[src/design/ssp_pkg.sv]
package ssp_pkg;

    localparam int CNT_W      = 6;
    localparam int POS_W      = 6;
    localparam int OUT_DATA_W = 16;

    typedef struct packed {
        logic             is_count;
        logic [CNT_W-1:0] split_count;
        logic [POS_W-1:0] split_position;
        logic             overflow;
        logic             last_result;
    } result_t;

endpackage

[src/design/ssp_front.sv]
module ssp_front #(
    parameter int VALUE_WIDTH = 32
) (
    input  logic                                   clk,
    input  logic                                   rst_n,
    input  logic                                   in_valid,
    output logic                                   in_ready,
    input  logic [((VALUE_WIDTH + 7) / 8) * 8-1:0] in_data,
    input  logic                                   in_last,
    output logic                                   push_valid,
    input  logic                                   push_ready,
    output logic [VALUE_WIDTH-1:0]                 push_key,
    output logic                                   push_last
);
    logic                   valid_reg;
    logic [VALUE_WIDTH-1:0] key_reg;
    logic                   last_reg;
    logic                   take;

    assign in_ready   = !valid_reg || push_ready;
    assign take       = in_valid && in_ready;
    assign push_valid = valid_reg;
    assign push_key   = key_reg;
    assign push_last  = last_reg;

    // sign bit flipped so that unsigned compares order the values as signed
    always_ff @(posedge clk or negedge rst_n)
    begin
        if (!rst_n)
        begin
            valid_reg <= 1'b0;
            key_reg   <= '0;
            last_reg  <= 1'b0;
        end
        else
        begin
            if (take)
            begin
                valid_reg <= 1'b1;
                key_reg   <= {~in_data[VALUE_WIDTH-1], in_data[VALUE_WIDTH-2:0]};
                last_reg  <= in_last;
            end
            else if (push_ready)
            begin
                valid_reg <= 1'b0;
            end
        end
    end

endmodule

[src/design/ssp_queue.sv]
module ssp_queue #(
    parameter int WIDTH = 33
) (
    input  logic             clk,
    input  logic             rst_n,
    input  logic             push,
    output logic             ready,
    input  logic [WIDTH-1:0] wdata,
    input  logic             pop,
    output logic             valid,
    output logic [WIDTH-1:0] rdata
);
    logic [WIDTH-1:0] slot_reg [2];
    logic             wptr_reg;
    logic             rptr_reg;
    logic [1:0]       fill_reg;
    logic             do_push;
    logic             do_pop;

    assign ready   = fill_reg != 2'd2;
    assign valid   = fill_reg != 2'd0;
    assign rdata   = slot_reg[rptr_reg];
    assign do_push = push && ready;
    assign do_pop  = pop && valid;

    always_ff @(posedge clk or negedge rst_n)
    begin
        if (!rst_n)
        begin
            wptr_reg    <= 1'b0;
            rptr_reg    <= 1'b0;
            fill_reg    <= 2'd0;
            slot_reg[0] <= '0;
            slot_reg[1] <= '0;
        end
        else
        begin
            if (do_push)
            begin
                slot_reg[wptr_reg] <= wdata;
                wptr_reg           <= ~wptr_reg;
            end
            if (do_pop)
            begin
                rptr_reg <= ~rptr_reg;
            end
            if (do_push && !do_pop)
            begin
                fill_reg <= fill_reg + 2'd1;
            end
            else if (do_pop && !do_push)
            begin
                fill_reg <= fill_reg - 2'd1;
            end
        end
    end

endmodule

[src/design/ssp_back.sv]
module ssp_back #(
    parameter int MAX_ITEMS   = 64,
    parameter int VALUE_WIDTH = 32
) (
    input  logic                   clk,
    input  logic                   rst_n,
    input  logic                   q_valid,
    input  logic [VALUE_WIDTH-1:0] q_key,
    input  logic                   q_last,
    output logic                   q_pop,
    input  logic                   out_ready,
    output logic                   out_valid,
    output ssp_pkg::result_t       out_result
);
    import ssp_pkg::*;

    localparam int AW = (MAX_ITEMS > 1) ? $clog2(MAX_ITEMS) : 1;
    localparam int CW = $clog2(MAX_ITEMS + 1);

    typedef enum logic [2:0] {
        S_LOAD,
        S_SUF_RD,
        S_SUF_WR,
        S_FWD_RD,
        S_FWD_EV,
        S_CNT_OUT
    } state_t;

    logic [VALUE_WIDTH-1:0] elem_mem [MAX_ITEMS];
    logic [VALUE_WIDTH-1:0] suf_mem  [MAX_ITEMS];
    logic [VALUE_WIDTH-1:0] elem_rdata_reg;
    logic [VALUE_WIDTH-1:0] suf_rdata_reg;

    state_t                 state_reg;
    logic [CW-1:0]          cnt_reg;
    logic                   ovf_reg;
    logic [AW-1:0]          idx_reg;
    logic [VALUE_WIDTH-1:0] sufmin_reg;
    logic [VALUE_WIDTH-1:0] runmax_reg;
    logic [CNT_W-1:0]       splits_reg;
    logic [CNT_W-1:0]       k_reg;
    logic                   emit_reg;
    logic                   out_valid_reg;
    result_t                out_reg;

    logic                   full;
    logic [CW-1:0]          cnt_m1;
    logic [AW-1:0]          last_idx;
    logic                   elem_we;
    logic                   elem_re;
    logic                   suf_we;
    logic                   suf_re;
    logic [AW-1:0]          suf_raddr;
    logic                   suf_first;
    logic [VALUE_WIDTH-1:0] suf_new;
    logic                   fwd_first;
    logic [VALUE_WIDTH-1:0] max_new;
    logic                   is_split;
    logic                   fwd_end;
    logic                   out_free;
    logic                   emit_stall;
    logic                   out_load;

    assign full      = cnt_reg == CW'(MAX_ITEMS);
    assign cnt_m1    = cnt_reg - CW'(1);
    assign last_idx  = cnt_m1[AW-1:0];
    assign q_pop     = (state_reg == S_LOAD) && q_valid;
    assign elem_we   = q_pop && !full;
    assign elem_re   = (state_reg == S_SUF_RD) || (state_reg == S_FWD_RD);
    assign suf_re    = state_reg == S_FWD_RD;
    assign suf_we    = state_reg == S_SUF_WR;
    assign suf_raddr = idx_reg + AW'(1);

    assign suf_first = idx_reg == last_idx;
    assign suf_new   = (suf_first || elem_rdata_reg < sufmin_reg) ? elem_rdata_reg : sufmin_reg;
    assign fwd_first = idx_reg == '0;
    assign max_new   = (fwd_first || elem_rdata_reg > runmax_reg) ? elem_rdata_reg : runmax_reg;
    assign is_split  = max_new <= suf_rdata_reg;
    assign fwd_end   = (CW'(idx_reg) + CW'(2)) == cnt_reg;

    assign out_free   = !out_valid_reg || out_ready;
    assign emit_stall = emit_reg && is_split && !out_free;

    // a new output beat is loaded by the count state or by a split in the emitting pass
    assign out_load = ((state_reg == S_CNT_OUT) && out_free) ||
                      ((state_reg == S_FWD_EV) && emit_reg && is_split && out_free);

    assign out_valid  = out_valid_reg;
    assign out_result = out_reg;

    always_ff @(posedge clk)
    begin
        if (elem_we)
        begin
            elem_mem[cnt_reg[AW-1:0]] <= q_key;
        end
        if (elem_re)
        begin
            elem_rdata_reg <= elem_mem[idx_reg];
        end
    end

    always_ff @(posedge clk)
    begin
        if (suf_we)
        begin
            suf_mem[idx_reg] <= suf_new;
        end
        if (suf_re)
        begin
            suf_rdata_reg <= suf_mem[suf_raddr];
        end
    end

    always_ff @(posedge clk or negedge rst_n)
    begin
        if (!rst_n)
        begin
            state_reg     <= S_LOAD;
            cnt_reg       <= '0;
            ovf_reg       <= 1'b0;
            idx_reg       <= '0;
            sufmin_reg    <= '0;
            runmax_reg    <= '0;
            splits_reg    <= '0;
            k_reg         <= '0;
            emit_reg      <= 1'b0;
            out_valid_reg <= 1'b0;
            out_reg       <= '0;
        end
        else
        begin
            if (out_load)
            begin
                out_valid_reg <= 1'b1;
            end
            else if (out_ready)
            begin
                out_valid_reg <= 1'b0;
            end

            case (state_reg)
                S_LOAD:
                begin
                    if (q_valid)
                    begin
                        if (full)
                        begin
                            ovf_reg <= 1'b1;
                        end
                        else
                        begin
                            cnt_reg <= cnt_reg + CW'(1);
                        end
                        if (q_last)
                        begin
                            idx_reg   <= full ? AW'(MAX_ITEMS - 1) : cnt_reg[AW-1:0];
                            state_reg <= S_SUF_RD;
                        end
                    end
                end

                S_SUF_RD:
                begin
                    state_reg <= S_SUF_WR;
                end

                // walk down from the tail, keeping the running minimum
                S_SUF_WR:
                begin
                    sufmin_reg <= suf_new;
                    splits_reg <= '0;
                    emit_reg   <= 1'b0;
                    if (idx_reg == '0)
                    begin
                        state_reg <= (cnt_reg == CW'(1)) ? S_CNT_OUT : S_FWD_RD;
                    end
                    else
                    begin
                        idx_reg   <= idx_reg - AW'(1);
                        state_reg <= S_SUF_RD;
                    end
                end

                S_FWD_RD:
                begin
                    state_reg <= S_FWD_EV;
                end

                // same walk twice: first counts splits, then emits positions
                S_FWD_EV:
                begin
                    if (!emit_stall)
                    begin
                        runmax_reg <= max_new;
                        if (is_split)
                        begin
                            if (emit_reg)
                            begin
                                out_reg.is_count           <= 1'b0;
                                out_reg.split_count        <= '0;
                                out_reg.split_position     <= POS_W'(idx_reg) + POS_W'(1);
                                out_reg.overflow           <= ovf_reg;
                                out_reg.last_result        <= (k_reg + CNT_W'(1)) == splits_reg;
                                k_reg                      <= k_reg + CNT_W'(1);
                            end
                            else
                            begin
                                splits_reg <= splits_reg + CNT_W'(1);
                            end
                        end
                        if (fwd_end)
                        begin
                            if (emit_reg)
                            begin
                                cnt_reg   <= '0;
                                ovf_reg   <= 1'b0;
                                state_reg <= S_LOAD;
                            end
                            else
                            begin
                                state_reg <= S_CNT_OUT;
                            end
                        end
                        else
                        begin
                            idx_reg   <= idx_reg + AW'(1);
                            state_reg <= S_FWD_RD;
                        end
                    end
                end

                S_CNT_OUT:
                begin
                    if (out_free)
                    begin
                        out_reg.is_count       <= 1'b1;
                        out_reg.split_count    <= splits_reg;
                        out_reg.split_position <= '0;
                        out_reg.overflow       <= ovf_reg;
                        out_reg.last_result    <= splits_reg == '0;
                        if (splits_reg == '0)
                        begin
                            cnt_reg   <= '0;
                            ovf_reg   <= 1'b0;
                            state_reg <= S_LOAD;
                        end
                        else
                        begin
                            emit_reg  <= 1'b1;
                            k_reg     <= '0;
                            idx_reg   <= '0;
                            state_reg <= S_FWD_RD;
                        end
                    end
                end

                default:
                begin
                    state_reg <= S_LOAD;
                end
            endcase
        end
    end

endmodule

[src/design/sorted_split_point_finder_top.sv]
// Split-point finder.
// Input stream (s_*): one signed value per beat, s_tlast on the final value
// of a sequence. Values past MAX_ITEMS are dropped and flagged as overflow.
// Output stream (m_*): after the closing beat, one count beat (m_tuser = 1)
// and then one beat per split position in ascending order (m_tuser = 0);
// m_tlast marks the final beat of the sequence.
// Loading takes one cycle per value while the back end waits in its load
// state; values reach element memory through the input register and a two-entry queue.
// After the closing beat: a suffix-min pass over the stored values, a
// counting pass, the count beat, then the emitting pass; each memory has
// a single read port.
// Input keeps being taken into the queue during that work until it fills.
// A stalled m_tready holds the output beat and freezes the emitting pass.
// Reset (asynchronous, rst_n low) empties the queue, drops any partial
// sequence and clears the output valid; memories are not cleared.
module sorted_split_point_finder_top #(
    parameter int MAX_ITEMS   = 64,
    parameter int VALUE_WIDTH = 32
) (
    input  logic                                   clk,
    input  logic                                   rst_n,
    input  logic                                   s_tvalid,
    output logic                                   s_tready,
    input  logic [((VALUE_WIDTH + 7) / 8) * 8-1:0] s_tdata,  // value
    input  logic                                   s_tlast,
    output logic                                   m_tvalid,
    input  logic                                   m_tready,
    // split_count[5:0], split_position[11:6], overflow[12], zero pad
    output logic [ssp_pkg::OUT_DATA_W-1:0]         m_tdata,
    output logic                                   m_tuser,  // is_count
    output logic                                   m_tlast
);
    import ssp_pkg::*;

    logic                   f_valid;
    logic                   f_ready;
    logic [VALUE_WIDTH-1:0] f_key;
    logic                   f_last;
    logic [VALUE_WIDTH:0]   q_rdata;
    logic                   q_valid;
    logic                   q_pop;
    result_t                res;

    ssp_front #(
        .VALUE_WIDTH(VALUE_WIDTH)
    ) u_front (
        .clk        (clk),
        .rst_n      (rst_n),
        .in_valid   (s_tvalid),
        .in_ready   (s_tready),
        .in_data    (s_tdata),
        .in_last    (s_tlast),
        .push_valid (f_valid),
        .push_ready (f_ready),
        .push_key   (f_key),
        .push_last  (f_last)
    );

    ssp_queue #(
        .WIDTH(VALUE_WIDTH + 1)
    ) u_queue (
        .clk   (clk),
        .rst_n (rst_n),
        .push  (f_valid),
        .ready (f_ready),
        .wdata ({f_last, f_key}),
        .pop   (q_pop),
        .valid (q_valid),
        .rdata (q_rdata)
    );

    ssp_back #(
        .MAX_ITEMS   (MAX_ITEMS),
        .VALUE_WIDTH (VALUE_WIDTH)
    ) u_back (
        .clk        (clk),
        .rst_n      (rst_n),
        .q_valid    (q_valid),
        .q_key      (q_rdata[VALUE_WIDTH-1:0]),
        .q_last     (q_rdata[VALUE_WIDTH]),
        .q_pop      (q_pop),
        .out_ready  (m_tready),
        .out_valid  (m_tvalid),
        .out_result (res)
    );

    assign m_tdata = {{(OUT_DATA_W - CNT_W - POS_W - 1){1'b0}},
                      res.overflow, res.split_position, res.split_count};
    assign m_tuser = res.is_count;
    assign m_tlast = res.last_result;

    // a count beat closes the sequence exactly when there are no splits
    a_count_last: assert property (@(posedge clk) disable iff (!rst_n)
        m_tvalid && m_tuser |-> (m_tlast == (res.split_count == '0)))
        else $error("count beat last flag disagrees with split count");

    // position beats carry a 1-based position and no count
    a_pos_beat: assert property (@(posedge clk) disable iff (!rst_n)
        m_tvalid && !m_tuser |-> (res.split_position != '0) && (res.split_count == '0))
        else $error("malformed position beat");

    // the back end only pops when the queue holds an entry
    a_pop_valid: assert property (@(posedge clk) disable iff (!rst_n)
        q_pop |-> q_valid)
        else $error("queue popped while empty");

endmodule

[config.mk]
export PLATFORM = sky130hd
export DESIGN_NAME = sorted_split_point_finder_top
export DESIGN_NICKNAME = d
export VERILOG_FILES = /design/src/design/ssp_pkg.sv /design/src/design/ssp_front.sv /design/src/design/ssp_queue.sv /design/src/design/ssp_back.sv /design/src/design/sorted_split_point_finder_top.sv
export SDC_FILE = /design/constraint.sdc
export NUM_CORES = 2
export LEC_CHECK = 0
export BUFFER_PORTS_ARGS = -buffer_cell sky130_fd_sc_hd__buf_4
export CAP_MARGIN = 15
export CORE_UTILIZATION = 45
export CTS_CLUSTER_SIZE = 24
export DETAILED_ROUTE_END_ITERATION = 10
export MAX_ROUTING_LAYER = met4
export PLACE_DENSITY = 0.61
export SYNTH_ARGS = -nofsm -noshare
export SYNTH_HDL_FRONTEND = slang
export SYNTH_SLANG_ARGS = --single-unit
export TNS_END_PERCENT = 30
[constraint.sdc]
create_clock -name clk -period 8.6 [get_ports clk]
set_clock_uncertainty 0.1 [all_clocks]
set_input_delay 0.43 -clock clk [delete_from_list [all_inputs] [get_ports clk]]
set_output_delay 0.43 -clock clk [all_outputs]
set_load 0.01 [all_outputs]
Word level (Yosys, flattened, before mapping)
Memory sizes are Yosys's and may differ from the RTL's. A register that Yosys moved wholly into a read port is not among the register bits.
Index checks and enable logic that the tools add are counted.
{"block": "totals", "out_inout_bits": 20, "memories": 2, "inputBits": 37, "rom_bits": 0, "elab_cells": 187, "ramBits": 4096, "reg_bits": 214, "latch_bits": 0}
{"memory": "u_back.elem_mem", "depth": 64, "word_bits": 32, "read_ports": 1, "rd_clocked_by_memory_dff": 1, "write_ports": 1, "line": "ssp_back.sv:29", "source": "logic [VALUE_WIDTH-1:0] elem_mem [MAX_ITEMS];"}
{"memory": "u_back.suf_mem", "depth": 64, "word_bits": 32, "read_ports": 1, "rd_clocked_by_memory_dff": 1, "write_ports": 1, "line": "ssp_back.sv:30", "source": "logic [VALUE_WIDTH-1:0] suf_mem [MAX_ITEMS];"}
{"block": "op_classes", "div_mod_pow": 0, "eq_ne": 25, "n_shift": 0, "magnitude_cmp": 6, "n_mux": 69, "n_addsub": 9, "bitwise": 6, "multipliers": 0, "reduce_logical": 47}
{"operator": "33-bit two-way mux", "count": 4}
{"operator": "6-bit two-way mux", "count": 14}
{"operator": "66-bit bitwise mux", "count": 1}
{"operator": "32-bit two-way mux", "count": 2}
{"operator": "15-bit two-way mux", "count": 4}
{"operator": "7-bit two-way mux", "count": 7}
{"operator": "33-bit demux with 1-bit select", "count": 1}
{"operator": "32-bit greater-than comparator", "count": 1}
{"operator": "32-bit less-or-equal comparator", "count": 1}
{"operator": "32-bit less-than comparator", "count": 1}
{"operator": "15-bit case mux with 2 select lines", "count": 1}
{"operator": "3-bit two-way mux", "count": 8}
{"operator": "6-bit case mux with 2 select lines", "count": 2}
{"operator": "6-bit case mux with 4 select lines", "count": 1}
{"operator": "8-bit AND reduction", "count": 3}
{"operator": "7-bit case mux with 3 select lines", "count": 1}
{"operator": "6-bit by 1-bit adder with 6-bit output (second input constant)", "count": 3}
{"operator": "2-bit inequality test (second input constant)", "count": 9}
{"operator": "3-bit case mux with 6 select lines", "count": 1}
{"operator": "1-bit two-way mux", "count": 17}
{"operator": "1-bit logical AND", "count": 14}
{"operator": "2-bit nonzero test", "count": 7}
{"operator": "6-bit equality test", "count": 2}
{"operator": "6-bit logical NOT", "count": 2}
{"operator": "other kinds (29)", "count": 55}

Depth between registers and ports, before layout
{"block": "logic_depth", "ltp_word": 8, "depth_mapped": 24, "depth_no_buf": 19}

Modules after synthesis
From an unflattened synthesis, not the netlist that was laid out.
{"block": "unflattened", "hier_cells": 7405, "area_unflattened_um2": 170594.9}
{"module": "ssp_back", "instances": 1, "cells_each": 7133, "seq_area_each_um2": 127672.4, "area_per_inst_um2": 165782.7}
{"module": "ssp_queue", "instances": 1, "cells_each": 194, "seq_area_each_um2": 1751.7, "area_per_inst_um2": 3359.5}
{"module": "ssp_front", "instances": 1, "cells_each": 74, "seq_area_each_um2": 850.8, "area_per_inst_um2": 1426.4}
{"module": "sorted_split_point_finder_top", "instances": 1, "cells_each": 4, "seq_area_each_um2": 0.0, "area_per_inst_um2": 26.3}

Worst setup path before layout
OpenSTA, ideal clock, no wires.
{"block": "synth_timing", "kind": "reg-to-reg", "startpoint": "register u_back.idx_reg[1]", "endpoint": "register u_back.runmax_reg[21]", "path_stages_with_launch": 23, "setup_time_ps": 125, "n_path_buf": 6, "setup_slack_ps": 2672, "period_less_slack_ps": 5928, "t_required_ps": 8375, "arrival_time_ps": 5703, "cell_sequence": "dfrtp_1 -> buf_2 -> buf_2 -> buf_1 -> buf_1 -> inv_1 -> ha_1 -> nand2_1 -> nor2_1 -> a2111oi_0 -> o221ai_1 -> o21ai_2 -> buf_2 -> mux2_2 -> ha_1 -> nand4_1 -> nor4_1 -> o21ai_1 -> a31oi_2 -> o21ai_2 -> a311oi_4 -> buf_6 -> mux2_2"}
{"block": "synth_between", "elab_chain_cells": 8}
{"element": "start: declaration", "line": "ssp_back.sv:37", "source": "logic [AW-1:0] idx_reg;"}
{"element": "start signal: assignment", "line": "ssp_back.sv:157", "source": "idx_reg <= full ? AW'(MAX_ITEMS - 1) : cnt_reg[AW-1:0];"}
{"element": "start signal: assignment", "line": "ssp_back.sv:180", "source": "idx_reg <= idx_reg - AW'(1);"}
{"element": "start signal: assignment", "line": "ssp_back.sv:227", "source": "idx_reg <= idx_reg + AW'(1);"}
{"element": "6-bit logical NOT", "line": "ssp_back.sv:76", "source": "assign fwd_first = idx_reg == '0;"}
{"element": "1-bit logical OR", "line": "ssp_back.sv:77", "source": "assign max_new = (fwd_first || elem_rdata_reg > runmax_reg) ? elem_rdata_reg : runmax_reg;"}
{"element": "32-bit two-way mux", "line": "ssp_back.sv:77"}
{"element": "via u_back.max_new[14]", "line": "ssp_back.sv:57", "source": "logic [VALUE_WIDTH-1:0] max_new;"}
{"element": "32-bit less-or-equal comparator", "line": "ssp_back.sv:78", "source": "assign is_split = max_new <= suf_rdata_reg;"}
{"element": "1-bit logical AND (2 in series)", "line": "ssp_back.sv:82", "source": "assign emit_stall = emit_reg && is_split && !out_free;"}
{"element": "1-bit NOT (no line)"}
{"element": "2-bit AND reduction (no line)"}
{"element": "end signal: assignment", "line": "ssp_back.sv:195", "source": "runmax_reg <= max_new;"}
{"element": "end: declaration", "line": "ssp_back.sv:39", "source": "logic [VALUE_WIDTH-1:0] runmax_reg;"}
The timed path passes the listed nets, and every way through them passes these cells.
A chain may end at the register's enable or synchronous reset.

Worst setup path in the final report
{"block": "layout_timing", "startpoint": "register u_back.idx_reg[1]", "endpoint": "register u_back.runmax_reg[13]"}
Same word-level chain as after synthesis.

==> key figures <==
Power
  • Pwr dens: 237 mW/mm2
  • PnR Total Power: around 46 mW
  • Pleak: 58.4 nW
  • Worst VDD drop: 236 uV

Place
  • Dpl hpwl: roughly 250000 um
  • Input/output buffers: 53
  • Dpl cell area: ~0.18 mm2
  • Dpl ws: roughly 1.7 ns
  • GPL Wtd Cong: approximately 0.84

Final layout
  • Final #Nets: 8037
  • Synthesis-to-layout area growth: 13.3%
  • Share of layout cells above drive strength 1: 0.311
  • Fin area: 0.193 mm2

STA
  • Slew Limit Headroom: 0.0985
  • Unrepaired setup endpoints after global routing: false
  • Setup ws final: roughly 1.8 ns
  • Endpoints failing setup: 0
  • Total Neg Setup Slack: 0 ns
  • Final hold vios: 0
  • Pins Over Slew Limit: 0
  • Slew at the pin closest to its max-slew limit: about 1.4 ns
  • Crit share post-route: 0.795
  • Peak Freq: around 150 MHz
  • Min Tclk post-route: 6.84 ns

CTS
  • Clk_lat worst skew: between 0.9 and 1 ns
  • Num CTS Buffers: 423
  • Hold-fix buffers at CTS: 39
  • CTS resizes: 0
  • CTS sink cnt: 4374
  • Max H-tree Level: 5
  • Clock Tree Buf Depth: 4
  • CTS tree: yes
  • Post-CTS Setup Inserts: 0
  • Clk pin slew, worst setup/hold paths: ~0.06 ns
  • Root buf cell: clkbuf_16

GRT
  • Remaining global-route overflow: 0
  • Initial antenna violation count: 19
  • Vias in the first global route: between 80000 and 90000
  • First-pass GRT wire length: 638000 um
  • GRT Util Overall: 0.245
  • Largest net degree at the start of global routing: between 150 and 200

Yosys
  • Post-synth EDFFs: ~4200
  • Most common flop cell mapped by yosys: edfxtp_1
  • Post-synth top area cell: edfxtp_1
  • Most area-consuming cells after synthesis: edfxtp_1 (73%), mux4_2 (16%), dfrtp_1 (3.1%), mux2i_1 (1.4%), mux2_2 (1.3%)
  • Register area share after synthesis: 0.765
  • Flops & latches, synth: 4374
  • Cells after synthesis: roughly 7500
  • Ys Warns: 0
  • Synth top area share: 0.733
  • Async set-reset flop share out of synthesis: 0.0489
  • Post-Syn Area: 0.170 mm2
  • Syn_area_per_cell: between 20 and 25 um2
  • Yosys cell types: 79

Routing
  • DR iter-0 viols: 9581
  • Routed length per placed instance: between 30 and 40 um
  • Final ANT Viol Nets: 0
  • Post-DR vias/cell: slightly above 6
  • Final wirelength: between 400000 and 500000 um
  • First-pass detailed-route iteration total: 6
  • Via count: slightly above 80000
  • DRC viols: 0

Flow run
  • Total of max-cap violations: 0

Run status
  • Status: complete, no violations

Setup path
  • Critical path class: flop to flop
  • Worst setup EP type: flop
  • Worst path arrival time: between 7 and 8 ns
  • Startpoint Class: flop
  • CP required: around 9.3 ns
  • Setup slack, reg-to-reg: ~1.8 ns
  • Max Fanout on Critical Path: 39

Floorplan
  • Initial Util: 0.453
  • Die W: approximately 620 um
  • Core area: 0.376 mm2
  • Die area: around 0.38 mm2
  • Die Y: 617 um
  • IO Pins: 57
  • Row Count: 225

Min path
  • HP Class: input pin to flop
worst max-delay path, cell delays in order, from the launching register on:
cell and delay (ns):
dfrtp_4 0.85, inv_1 0.29, ha_4 0.25, nand2_1 0.12
nor2_1 0.17, a2111oi_0 0.36, o221ai_1 0.24, o21ai_4 0.68
buf_4 0.36, mux2_2 0.36, ha_1 0.32, nand4_1 0.17
nor4_1 0.55, inv_1 0.11, a31oi_2 0.33, o21ai_2 0.23
a311oi_4 0.32, buf_4 0.46, mux2_2 0.39
layer usage:
metal | vias up | routed length [um] | GRT usage
met5 | - | 0 | -
met1 | 44499 | 178000 | 0.323
met4 | 0 | 18100 | 0.0859
met2 | 3502 | 226000 | 0.395
met3 | 740 | 32200 | 0.0329
li1 | 32462 | - | -
report_power, final:
group	leakage (nW)	internal [mW]	switching, mW
clock network	6.57	10.2	7.95
registers	38.4	24.9	0.124
logic	13.4	0.432	2.12
through the flow:
| stage | std cells | utilization | hold slack, ns |
|---|---|---|---|
| after global placement | 12419 | 0.476 | 0.318 |
| after CTS | 13228 | 0.513 | 0.0635 |
| after floorplan | 7462 | - | 0.0344 |
| final | 13249 | 0.513 | 0.129 |
| after global routing | 13237 | 0.513 | 0.0902 |
| after detailed placement | 12419 | 0.476 | 0.325 |
cell type report:
cell class              instances  area (um2)
well taps                    4994        6250
repair buffers                385        3150
diodes                         20        50.0
clock inverters               257        2270
multi-input cells            2574       39300
flip-flops and latches       4374      130000
fillers                     29302      183000
inverters                     132         503
clock buffers                 513       11200
kinds of logic (layout without fill, tap and decap cells):
group	count (synthesis)	count (layout)	synth area share
adders and majority gates	110	110	0.00808
xor gates and xnor gates	29	29	0.00149
other	1	23	0.0000220
and+or+nand+nor	441	441	0.0121
DFF	4374	4374	0.765
AOI/OAI and AO/OA	326	326	0.0124
buffers and inverters	514	1287	0.0130
muxes	1665	1665	0.188
cell usage after synthesis (all sizes together) (8+ instances only):
| master | n |
|---|---|
| nand2b | 12 |
| mux2i | 231 |
| clkbuf | 193 |
| buf | 189 |
| dfrtp | 214 |
| mux2 | 235 |
| o21ai | 89 |
| nand4 | 22 |
| nor4 | 8 |
| nand2 | 93 |
| nor2b | 9 |
| xnor2 | 19 |
| ha | 110 |
| xor2 | 10 |
| mux4 | 1199 |
| a21o | 13 |
| nor3 | 26 |
| o22ai | 117 |
| or4 | 23 |
| a21oi | 40 |
| nand3 | 51 |
| nor2 | 170 |
| edfxtp | 4160 |
| o31ai | 8 |
| inv | 131 |
placed cells by master, fill, tap and decap left out, types with 22 or more instances in the layout:
cell	netlist	layout
nor2_4	0	128
ha_1	110	109
mux2_4	30	30
buf_4	16	334
mux4_2	1199	1199
nand2_1	92	90
o21ai_4	0	32
a21oi_1	40	40
o22ai_1	116	116
or4_1	22	22
inv_1	130	130
dfrtp_1	214	210
clkinv_2	0	82
clkinv_1	1	108
nand4_1	22	22
nand3_1	51	49
clkbuf_16	0	431
clkbuf_1	192	75
nor2_1	170	41
bufinv_16	0	34
o21ai_0	85	54
edfxtp_1	4160	4160
mux2i_1	231	231
mux2_2	200	200
nor3_1	25	24
dlygate4sd3_1	0	38
worst paths after layout:
check | start | end | cells after the start
min in group asynchronous | rst_n | u_front.push_key[20] | 4
worst max register to register | u_back.idx_reg[1] | u_back.runmax_reg[13] | 18
worst min register to register | u_queue.slot_reg[5] | u_queue.slot_reg[5] | 1
worst max-delay path | u_back.idx_reg[1] | u_back.runmax_reg[13] | 18
max in group asynchronous | rst_n | u_back.idx_reg[0] | 4
worst min-delay path | s_tdata[16] | u_front.push_key[16] | 3
(Power assumes the default switching activity.)
